`src/rtl/rau_pkg.sv`:
```
`timescale 1ns / 1ps
// ----------------------------------------------------------------------------
// rau_pkg: shared types and constants for the rational arithmetic unit
// Holds the command and result word types, opcodes and status codes.
// ----------------------------------------------------------------------------
package rau_pkg;

	localparam int WORD_BITS = 32;
	localparam int FIT_BITS  = (WORD_BITS > 32) ? 32 : ((WORD_BITS < 2) ? 2 : WORD_BITS);
	localparam int MAG_BITS  = 64;
	localparam int MAG_CNT_BITS = 7;

	localparam logic [2:0] OP_NORM = 3'd0;
	localparam logic [2:0] OP_ADD  = 3'd1;
	localparam logic [2:0] OP_SUB  = 3'd2;
	localparam logic [2:0] OP_MUL  = 3'd3;
	localparam logic [2:0] OP_DIV  = 3'd4;
	localparam logic [2:0] OP_CMP  = 3'd5;

	localparam logic [1:0] ST_OK   = 2'd0;
	localparam logic [1:0] ST_ZDEN = 2'd1;
	localparam logic [1:0] ST_OVF  = 2'd2;

	typedef struct packed {
		logic [2:0]         opcode;
		logic signed [31:0] a_num;
		logic signed [31:0] a_den;
		logic signed [31:0] b_num;
		logic signed [31:0] b_den;
	} cmd_t;

	typedef struct packed {
		logic signed [31:0] res_num;
		logic [30:0]        res_den;
		logic               less;
		logic               equal;
		logic [1:0]         status;
	} res_t;

	// Requests to the shared divide unit.
	typedef struct packed {
		logic go;
		logic done;
	} div_ctl_t;

endpackage

```
`src/rtl/rau_div.sv`:
```
`timescale 1ns / 1ps
// ----------------------------------------------------------------------------
// rau_div: iterative 64-bit unsigned restoring divider
// One quotient bit per cycle; remainder returned alongside the quotient.
// ----------------------------------------------------------------------------
module rau_div (
	input  logic                        clk,
	input  logic                        arst_n,
	input  logic                        go,
	input  logic [rau_pkg::MAG_BITS-1:0] dividend,
	input  logic [rau_pkg::MAG_BITS-1:0] divisor,
	output logic [rau_pkg::MAG_BITS-1:0] quot,
	output logic [rau_pkg::MAG_BITS-1:0] rem,
	output logic                        done
);
	import rau_pkg::*;

	logic [MAG_BITS-1:0]     quot_q, rem_q, den_q;
	logic [MAG_CNT_BITS-1:0] cnt_q;
	logic                    run_q, done_q;
	logic [MAG_BITS:0]       shifted, diff;

	assign shifted = {rem_q, quot_q[MAG_BITS-1]};
	assign diff    = shifted - {1'b0, den_q};

	always_ff @(posedge clk or negedge arst_n) begin
		if (!arst_n) begin
			run_q  <= 1'b0;
			done_q <= 1'b0;
			cnt_q  <= '0;
		end else begin
			done_q <= !go && run_q && (cnt_q == MAG_CNT_BITS'(MAG_BITS - 1));
			if (go) begin
				run_q <= 1'b1;
				cnt_q <= '0;
			end else if (run_q) begin
				cnt_q <= cnt_q + 1'b1;
				if (cnt_q == MAG_CNT_BITS'(MAG_BITS - 1))
					run_q <= 1'b0;
			end
		end
	end

	always_ff @(posedge clk) begin
		if (go) begin
			quot_q <= dividend;
			rem_q  <= '0;
			den_q  <= divisor;
		end else if (run_q) begin
			if (!diff[MAG_BITS]) begin
				rem_q  <= diff[MAG_BITS-1:0];
				quot_q <= {quot_q[MAG_BITS-2:0], 1'b1};
			end else begin
				rem_q  <= shifted[MAG_BITS-1:0];
				quot_q <= {quot_q[MAG_BITS-2:0], 1'b0};
			end
		end
	end

	assign quot = quot_q;
	assign rem  = rem_q;
	assign done = done_q;

	a_done_after_run: assert property (@(posedge clk) disable iff (!arst_n)
		done_q |-> $past(run_q)) else $error("divider done without run");
	a_no_go_while_run: assert property (@(posedge clk) disable iff (!arst_n)
		run_q |-> !go) else $error("divider restarted while busy");
	a_done_one_cycle: assert property (@(posedge clk) disable iff (!arst_n)
		done_q |=> !done_q) else $error("divider done held");

endmodule

```
`src/rtl/rational_arithmetic_unit_core.sv`:
```
`timescale 1ns / 1ps
// ----------------------------------------------------------------------------
// rational_arithmetic_unit_core: exact rational normalize/add/sub/mul/div/compare
// Steps: an unused opcode or a zero denominator ends at once; else the cross
// products are formed (not for normalize), compare ends there, and for a nonzero
// numerator the gcd runs Euclid steps on the shared divider (at most about 92),
// then the divider reduces numerator and denominator before the output state.
// One word at a time: busy covers the done cycle, so the next word is taken in the
// cycle after done at the earliest. Reset clears the sequencer and the strobe;
// the receiver cannot stall.
// ----------------------------------------------------------------------------
module rational_arithmetic_unit_core (
	input  logic          clk,
	input  logic          arst_n,
	input  logic          start,
	input  rau_pkg::cmd_t cmd,
	output logic          busy,
	output logic          done,
	output rau_pkg::res_t res
);
	import rau_pkg::*;

	// Sequencer states. The cross products are built with one shared 32x32
	// multiplier, one product per cycle. The gcd runs Euclid's algorithm on
	// the shared divider, then the divider reduces numerator and denominator.
	localparam logic [3:0] S_IDLE = 4'd0;
	localparam logic [3:0] S_M0   = 4'd1;
	localparam logic [3:0] S_M1   = 4'd2;
	localparam logic [3:0] S_M2   = 4'd3;
	localparam logic [3:0] S_COMB = 4'd4;
	localparam logic [3:0] S_GCD  = 4'd5;
	localparam logic [3:0] S_GWT  = 4'd6;
	localparam logic [3:0] S_DN   = 4'd7;
	localparam logic [3:0] S_DNW  = 4'd8;
	localparam logic [3:0] S_DD   = 4'd9;
	localparam logic [3:0] S_DDW  = 4'd10;
	localparam logic [3:0] S_OUT  = 4'd11;

	logic [3:0] state_q;
	logic [2:0] op_q;
	logic       an_s, ad_s, bn_s, bd_s;
	logic [31:0] an_m, ad_m, bn_m, bd_m;
	logic [MAG_BITS-1:0] p0_q, p1_q, p2_q;
	logic       p0n_q, p1n_q, p2n_q;
	logic [MAG_BITS-1:0] n_q, d_q, gx_q, gy_q, g_q, nr_q;
	logic       nn_q, dn_q;
	logic       done_q;
	res_t       res_q;

	logic [31:0] mx, my;
	logic        msign;
	logic [MAG_BITS-1:0] prod;
	logic [MAG_BITS-1:0] sum_mag;
	logic        sum_neg;
	logic        p1_eff;

	logic                div_go, div_done;
	logic [MAG_BITS-1:0] div_a, div_b, div_q, div_r;
	div_ctl_t            dctl;

	logic [MAG_BITS-1:0] lim;
	logic                neg_res, ovf;

	// A word is taken only when the unit is idle and no result is on the ports.
	logic                accept;
	// The offered word names a zero denominator and finishes at once.
	logic                cmd_zden;

	function automatic logic [31:0] mag32(input logic [31:0] v);
		mag32 = v[31] ? (~v + 32'd1) : v;
	endfunction

	assign an_m = mag32(cmd.a_num);
	assign ad_m = mag32(cmd.a_den);
	assign bn_m = mag32(cmd.b_num);
	assign bd_m = mag32(cmd.b_den);

	assign accept   = start && !busy;
	assign cmd_zden = (cmd.opcode <= OP_CMP) && (cmd.a_den == '0 ||
	    (cmd.opcode != OP_NORM && cmd.b_den == '0) ||
	    (cmd.opcode == OP_DIV && cmd.b_num == '0));

	// Operand registers, kept as sign and magnitude.
	logic [31:0] anm_q, adm_q, bnm_q, bdm_q;

	// Multiplier operand selection per state.
	always_comb begin
		mx = anm_q; my = bdm_q; msign = an_s ^ bd_s;
		case (state_q)
			S_M0: begin
				if (op_q == OP_MUL) begin
					mx = anm_q; my = bnm_q; msign = an_s ^ bn_s;
				end else begin
					mx = anm_q; my = bdm_q; msign = an_s ^ bd_s;
				end
			end
			S_M1: begin
				if (op_q == OP_DIV) begin
					mx = adm_q; my = bnm_q; msign = ad_s ^ bn_s;
				end else begin
					mx = bnm_q; my = adm_q; msign = bn_s ^ ad_s;
				end
			end
			S_M2: begin
				mx = adm_q; my = bdm_q; msign = ad_s ^ bd_s;
			end
			default: begin
				mx = anm_q; my = bdm_q; msign = an_s ^ bd_s;
			end
		endcase
	end

	assign prod = MAG_BITS'(mx) * MAG_BITS'(my);

	// Signed-magnitude add of p0 and (optionally negated) p1.
	assign p1_eff = (op_q == OP_ADD) ? p1n_q : ~p1n_q;
	always_comb begin
		if (p0n_q == p1_eff) begin
			sum_mag = p0_q + p1_q;
			sum_neg = p0n_q;
		end else if (p0_q >= p1_q) begin
			sum_mag = p0_q - p1_q;
			sum_neg = p0n_q;
		end else begin
			sum_mag = p1_q - p0_q;
			sum_neg = p1_eff;
		end
		if (sum_mag == '0)
			sum_neg = 1'b0;
	end

	// A zero numerator skips the gcd, so the divider is left idle then.
	always_comb begin
		div_go = 1'b0;
		div_a  = gx_q;
		div_b  = gy_q;
		case (state_q)
			S_GCD: begin
				div_go = (gy_q != '0) && (n_q != '0);
				div_a = gx_q; div_b = gy_q;
			end
			S_DN: begin
				div_go = 1'b1; div_a = n_q; div_b = g_q;
			end
			S_DD: begin
				div_go = 1'b1; div_a = d_q; div_b = g_q;
			end
			default: begin
				div_go = 1'b0;
			end
		endcase
	end

	rau_div u_div (
		.clk      (clk),
		.arst_n   (arst_n),
		.go       (div_go),
		.dividend (div_a),
		.divisor  (div_b),
		.quot     (div_q),
		.rem      (div_r),
		.done     (div_done)
	);

	assign dctl.go   = div_go;
	assign dctl.done = div_done;

	assign lim     = MAG_BITS'(1) << (FIT_BITS - 1);
	assign neg_res = nn_q ^ dn_q;
	assign ovf     = (div_q > lim - 1) || (neg_res ? (nr_q > lim) : (nr_q > lim - 1));

	always_ff @(posedge clk or negedge arst_n) begin
		if (!arst_n) begin
			state_q <= S_IDLE;
			done_q  <= 1'b0;
		end else begin
			// The strobe follows the output state, or comes at once for a word
			// that is rejected or carries an unused opcode.
			done_q <= (state_q == S_OUT) ||
			    (accept && (cmd.opcode > OP_CMP || cmd_zden));
			case (state_q)
				S_IDLE: begin
					if (accept && cmd.opcode <= OP_CMP && !cmd_zden) begin
						if (cmd.opcode == OP_NORM)
							state_q <= (cmd.a_num == '0) ? S_OUT : S_GCD;
						else
							state_q <= S_M0;
					end
				end
				S_M0: state_q <= S_M1;
				S_M1: state_q <= S_M2;
				S_M2: state_q <= S_COMB;
				S_COMB: state_q <= (op_q == OP_CMP) ? S_OUT : S_GCD;
				S_GCD: begin
					if (n_q == '0)
						state_q <= S_OUT;
					else if (gy_q == '0)
						state_q <= S_DN;
					else
						state_q <= S_GWT;
				end
				S_GWT: if (div_done) state_q <= S_GCD;
				S_DN:  state_q <= S_DNW;
				S_DNW: if (div_done) state_q <= S_DD;
				S_DD:  state_q <= S_DDW;
				S_DDW: if (div_done) state_q <= S_OUT;
				S_OUT: state_q <= S_IDLE;
				default: state_q <= S_IDLE;
			endcase
		end
	end

	always_ff @(posedge clk) begin
		case (state_q)
			S_IDLE: begin
				res_q.res_num <= '0;
				res_q.res_den <= '0;
				res_q.less    <= 1'b0;
				res_q.equal   <= 1'b0;
				res_q.status  <= cmd_zden ? ST_ZDEN : ST_OK;
				op_q  <= cmd.opcode;
				an_s <= cmd.a_num[31]; ad_s <= cmd.a_den[31];
				bn_s <= cmd.b_num[31]; bd_s <= cmd.b_den[31];
				anm_q <= an_m; adm_q <= ad_m; bnm_q <= bn_m; bdm_q <= bd_m;
				// Normalize of a nonzero numerator goes straight to the gcd with n = a_num, d = a_den.
				n_q  <= MAG_BITS'(an_m); nn_q <= cmd.a_num[31];
				d_q  <= MAG_BITS'(ad_m); dn_q <= cmd.a_den[31];
				gx_q <= MAG_BITS'(an_m); gy_q <= MAG_BITS'(ad_m);
			end
			S_M0: begin
				p0_q <= prod; p0n_q <= msign & (prod != '0);
			end
			S_M1: begin
				p1_q <= prod; p1n_q <= msign & (prod != '0);
			end
			S_M2: begin
				p2_q <= prod; p2n_q <= msign & (prod != '0);
			end
			S_COMB: begin
				if (op_q == OP_ADD || op_q == OP_SUB || op_q == OP_CMP) begin
					n_q <= sum_mag; nn_q <= sum_neg;
					gx_q <= sum_mag;
				end else begin
					n_q <= p0_q; nn_q <= p0n_q;
					gx_q <= p0_q;
				end
				if (op_q == OP_DIV) begin
					d_q <= p1_q; dn_q <= p1n_q; gy_q <= p1_q;
				end else begin
					d_q <= p2_q; dn_q <= p2n_q; gy_q <= p2_q;
				end
				if (op_q == OP_CMP) begin
					res_q.equal <= (sum_mag == '0);
					res_q.less  <= (sum_mag != '0) && (sum_neg != p2n_q);
				end
			end
			S_GCD: begin
				if (gy_q == '0)
					g_q <= gx_q;
			end
			S_GWT: begin
				if (div_done) begin
					gx_q <= gy_q;
					gy_q <= div_r;
				end
			end
			S_DNW: if (div_done) nr_q <= div_q;
			S_DDW: begin
				if (div_done) begin
					if (ovf) begin
						res_q.status <= ST_OVF;
					end else begin
						res_q.res_num <= neg_res ? 32'(~nr_q + 1) : nr_q[31:0];
						res_q.res_den <= div_q[30:0];
					end
				end
			end
			S_OUT: begin
				if (op_q != OP_CMP && n_q == '0) begin
					res_q.res_num <= '0;
					res_q.res_den <= 31'd1;
				end
			end
			default: begin
			end
		endcase
	end

	assign busy = (state_q != S_IDLE) || done_q;
	assign done = done_q;
	assign res  = res_q;

	a_idle_no_done: assert property (@(posedge clk) disable iff (!arst_n)
		(state_q == S_OUT) |=> done_q) else $error("result word lost");
	a_div_only_in_seq: assert property (@(posedge clk) disable iff (!arst_n)
		dctl.done |-> (state_q == S_GWT || state_q == S_DNW || state_q == S_DDW))
		else $error("divider finished outside a wait state");
	a_busy_on_start: assert property (@(posedge clk) disable iff (!arst_n)
		(start && !busy && cmd.opcode <= OP_CMP) |=> busy)
		else $error("accepted word not busy");

endmodule
```
`config.mk`:
```
export PLATFORM = sky130hd
export DESIGN_NAME = rational_arithmetic_unit_core
export DESIGN_NICKNAME = d
export VERILOG_FILES = /design/src/rtl/rau_pkg.sv /design/src/rtl/rau_div.sv /design/src/rtl/rational_arithmetic_unit_core.sv
export SDC_FILE = /design/constraint.sdc
export NUM_CORES = 2
export LEC_CHECK = 0
export BUFFER_PORTS_ARGS = -buffer_cell sky130_fd_sc_hd__buf_4
export CAP_MARGIN = 15
export CORE_AREA = 3 3 512 514
export DETAILED_ROUTE_END_ITERATION = 8
export DIE_AREA = 0 0 515 517
export PLACE_DENSITY_LB_ADDON = 0.2
export SLEW_MARGIN = 5
export SYNTH_ARGS = -nofsm -noshare
export SYNTH_HDL_FRONTEND = slang
export SYNTH_SLANG_ARGS = --single-unit
```
`constraint.sdc`:
```
create_clock -name clk -period 24.5 [get_ports clk]
set_input_delay 4.9 -clock clk [delete_from_list [all_inputs] [get_ports clk]]
set_output_delay 4.9 -clock clk [all_outputs]
set_load 0.05 [all_outputs]
```
==> results.tsv <==
metric	value	unit
crit-path max cell delay	0.96	ns
CP max stage cell	and2_1	
Crit path top cell by count	fa_1	
DRC violation count after routing	0	
f_max	0.0821	GHz
Seq. cell area	0.0290	sq mm
Worst EP required	24.88	ns
Slew HR	12.6	%
initial drt markers	8121	
cell family with most CP delay	adder cells	
Final nets	11100	
routed wire length	388000	um
endpoints failing hold	0	
CP Capture Type	flip-flop	
layout cells sized above 1	7.65	%
Main synth FF type	edfxtp_1	
Crit Path Class	reg -> reg	
die area	0.266	sq mm
# fillers	25700	
Avg Cell Area, Syn	9.50	sq um
total CTS buffers	102	
Initial Utilization	35.0	%
die height	517	um
Post-Synth Adder-Cell Area	27.2	%
xor and xnor fraction of the mapped netlist area	3.23	%
first-pass GRT wire length	549000	um
met3 usage	5.56	%
DP HPWL	304000	um
Synth cell types	88	
DR vias	74300	
part of the Yosys area used for sequential elements	32.1	%
total gr overflow	0	
slew of the pin with the lowest slew margin	1.30	ns
clock slew at reported path FFs	0.06	ns
area of the multi-input gates	0.0551	sq mm
GR Util met1	38.9	%
synth warn	0	
setup repair bufs after CTS	0	
Most Crowded Layer GR	met2	
Final ANT Viol Nets	0	
Mapped Area	0.0902	sq mm
post-CTS resize count	0	
Post-Synthesis Cells	9491	
CTS tree	done	
Final Skew	0.0523	ns
RSZ-0062 raised after global routing	false	
worst-skew pair later-pin latency	0.75	ns
EDFF count, synth	911	
Port Buffers	202	
Pre-Repair DR Iteration Count	8	
CTS Sinks	989	
standard-cell rows	186	
Critical Path Fanout Max	32	
FF+latch count, synth	989	
Tightest Hold Check Type	reg -> reg	
final period utilization	49.7	%
initial antenna violation count	25	
vias in the first global route	74300	
max-slew violation count	0	
simple-gate share of the synthesized area	14.3	%
Synth Net Count	11000	
Post-Route Setup TNS	0	ns
Hold Buf Count CTS	0	
Avg Vias per Cell	5.73	
GRT met2 Usage	44.5	%
Routed wire per std cell	29.9	um
htree depth	3	
pin count of the biggest net entering global routing	140	
area grow syn2layout	10.3	%
Final Setup Violations	0	
Max Cap Viol	0	
Clock Root Buffer	clkbuf_16	
total track usage	28.6	%
largest family of logic cells by synthesized area	adder cells	
Synth Area in Compound Gates	13.7	%
FFs w/ async S/R, synth	1.42	%
mux contribution to synthesized area	2.23	%
crit path DAT	12.56	ns
gp weighted congestion	1.01	
io pins	203	
Buf/Inv on CP	6	
total core area	0.257	sq mm
CTS max path bufs	3	
Die W	515	um
status	completed	
CP Launch Type	flip-flop	
min cycle time layout	12.18	ns
-- final cells by class --
cell class | count | area share, %
Clock buffer | 126 | 2.70
Sequential cell | 989 | 29.2
Timing Repair Buffer | 395 | 2.99
Multi-Input combinational cell | 6799 | 55.4
Antenna cell | 8 | 0.0201
Tap cell | 3384 | 4.26
Clock inverter | 65 | 0.878
Inverter | 1207 | 4.56
-- cell usage after synthesis (all sizes together), types with 14 or more instances --
cell type / number / area share (%)
edfxtp: 911 / 30
o41ai: 29 / 0.28
nand2b: 60 / 0.42
a31oi: 107 / 0.74
dfxtp: 64 / 1.4
a211oi: 72 / 0.61
a211o: 15 / 0.15
mux2i: 123 / 1.4
nor3: 97 / 0.54
xor2: 107 / 1.0
a311oi: 38 / 0.38
nor4: 108 / 0.79
o211ai: 51 / 0.42
o21a: 36 / 0.30
o21ai: 307 / 1.7
nor2: 1144 / 4.8
clkbuf: 410 / 1.7
mux2: 69 / 0.86
nor2b: 59 / 0.41
nand4: 82 / 0.57
xnor2: 226 / 2.2
a21o: 224 / 1.9
o22ai: 28 / 0.19
o31ai: 67 / 0.56
and2: 72 / 0.50
a2111oi: 18 / 0.17
or3: 28 / 0.19
a21oi: 581 / 3.2
nand3: 79 / 0.44
buf: 86 / 0.40
fa: 900 / 20
ha: 523 / 7.3
a22oi: 106 / 0.88
o21bai: 59 / 0.49
and3: 35 / 0.24
dfrtp: 14 / 0.39
a221oi: 19 / 0.18
or2: 26 / 0.18
o221ai: 43 / 0.42
inv: 1205 / 5.0
o311ai: 15 / 0.15
nand2: 1048 / 4.4
or4: 49 / 0.41
-- kinds of logic (layout without fill, tap and decap cells) --
family                     Yosys count  in the layout
DFF                                989            989
adders and majority gates         1423           1423
muxes                              192            192
buffers and inverters             1703           1793
other                                0              8
xor gates and xnor gates           333            333
AOI/OAI and AO/OA                 1908           1908
and+or+nand+nor                   2943           2943
-- layer usage --
metal | up-vias | routed length (um) | share of wire (%)
met3 | 714 | 33400 | 8.6
met2 | 3523 | 173000 | 45
met4 | 18 | 18600 | 4.8
li1 | 32200 | - | -
met5 | - | 109 | 0.028
met1 | 37900 | 163000 | 42
-- registers in the layout, summed over array words and instances (netlist names), 3 cells and up --
signal,cells
nr_q,64
p1_q,64
n_q,64
g_q,64
anm_q,32
u_div.den_q,64
u_div.quot,64
u_div.rem,64
bnm_q,32
gx_q,64
res,67
d_q,64
bdm_q,32
op_q,3
state_q,4
p2_q,64
gy_q,64
u_div.cnt_q,7
p0_q,64
adm_q,32
-- stage by stage --
step / worst slack [ns] / instances / area, sq um / util (%) / hold slack (ns)
6_report: 12.32 / 13000 / 99500 / 38.6 / 0.436
5_1_grt: 11.86 / 13000 / 99400 / 38.6 / 0.446
4_1_cts: 12.25 / 13000 / 99400 / 38.6 / 0.439
3_5_place_dp: 12.35 / 12800 / 95800 / 37.2 / 0.432
3_3_place_gp: 12.52 / 12800 / 95800 / 37.2 / 0.427
2_1_floorplan: 1.62 / 9491 / 90200 / - / 0.426
-- layout by cell type, fill, tap and decap left out, types with 107 or more instances in the layout --
cell and count:
a21oi_1 569, o21ai_0 302, buf_4 392, fa_1 900
nand2_1 1045, inv_1 1204, mux2i_1 123, a31oi_1 107
xnor2_1 217, edfxtp_1 911, nor2_1 1135, ha_1 523
a21o_1 220
-- path summary, 6_finish.rpt --
| path | to | cells past startpoint | startpoint | slack [ns] |
|---|---|---|---|---|
| hold reg to reg | g_q[36]$_DFFE_PP_ | 0 | gx_q[36]$_DFFE_PP_ | 0.44 |
| setup / recovery | p0n_q$_DFFE_PP_ | 33 | op_q[1]$_DFFE_PP_ | 12.32 |
| hold / removal | g_q[36]$_DFFE_PP_ | 0 | gx_q[36]$_DFFE_PP_ | 0.44 |
| max in group asynchronous | u_div.run_q$_DFF_PN0_ | 1 | arst_n | 20.22 |
| setup reg to reg | p0n_q$_DFFE_PP_ | 33 | op_q[1]$_DFFE_PP_ | 12.32 |
| min in group asynchronous | state_q[3]$_DFFE_PN0P_ | 1 | arst_n | 4.03 |
Power is left out: the tool's default activity adds up to more than one toggle a clock period on the data nets, which glitch-free logic cannot reach.
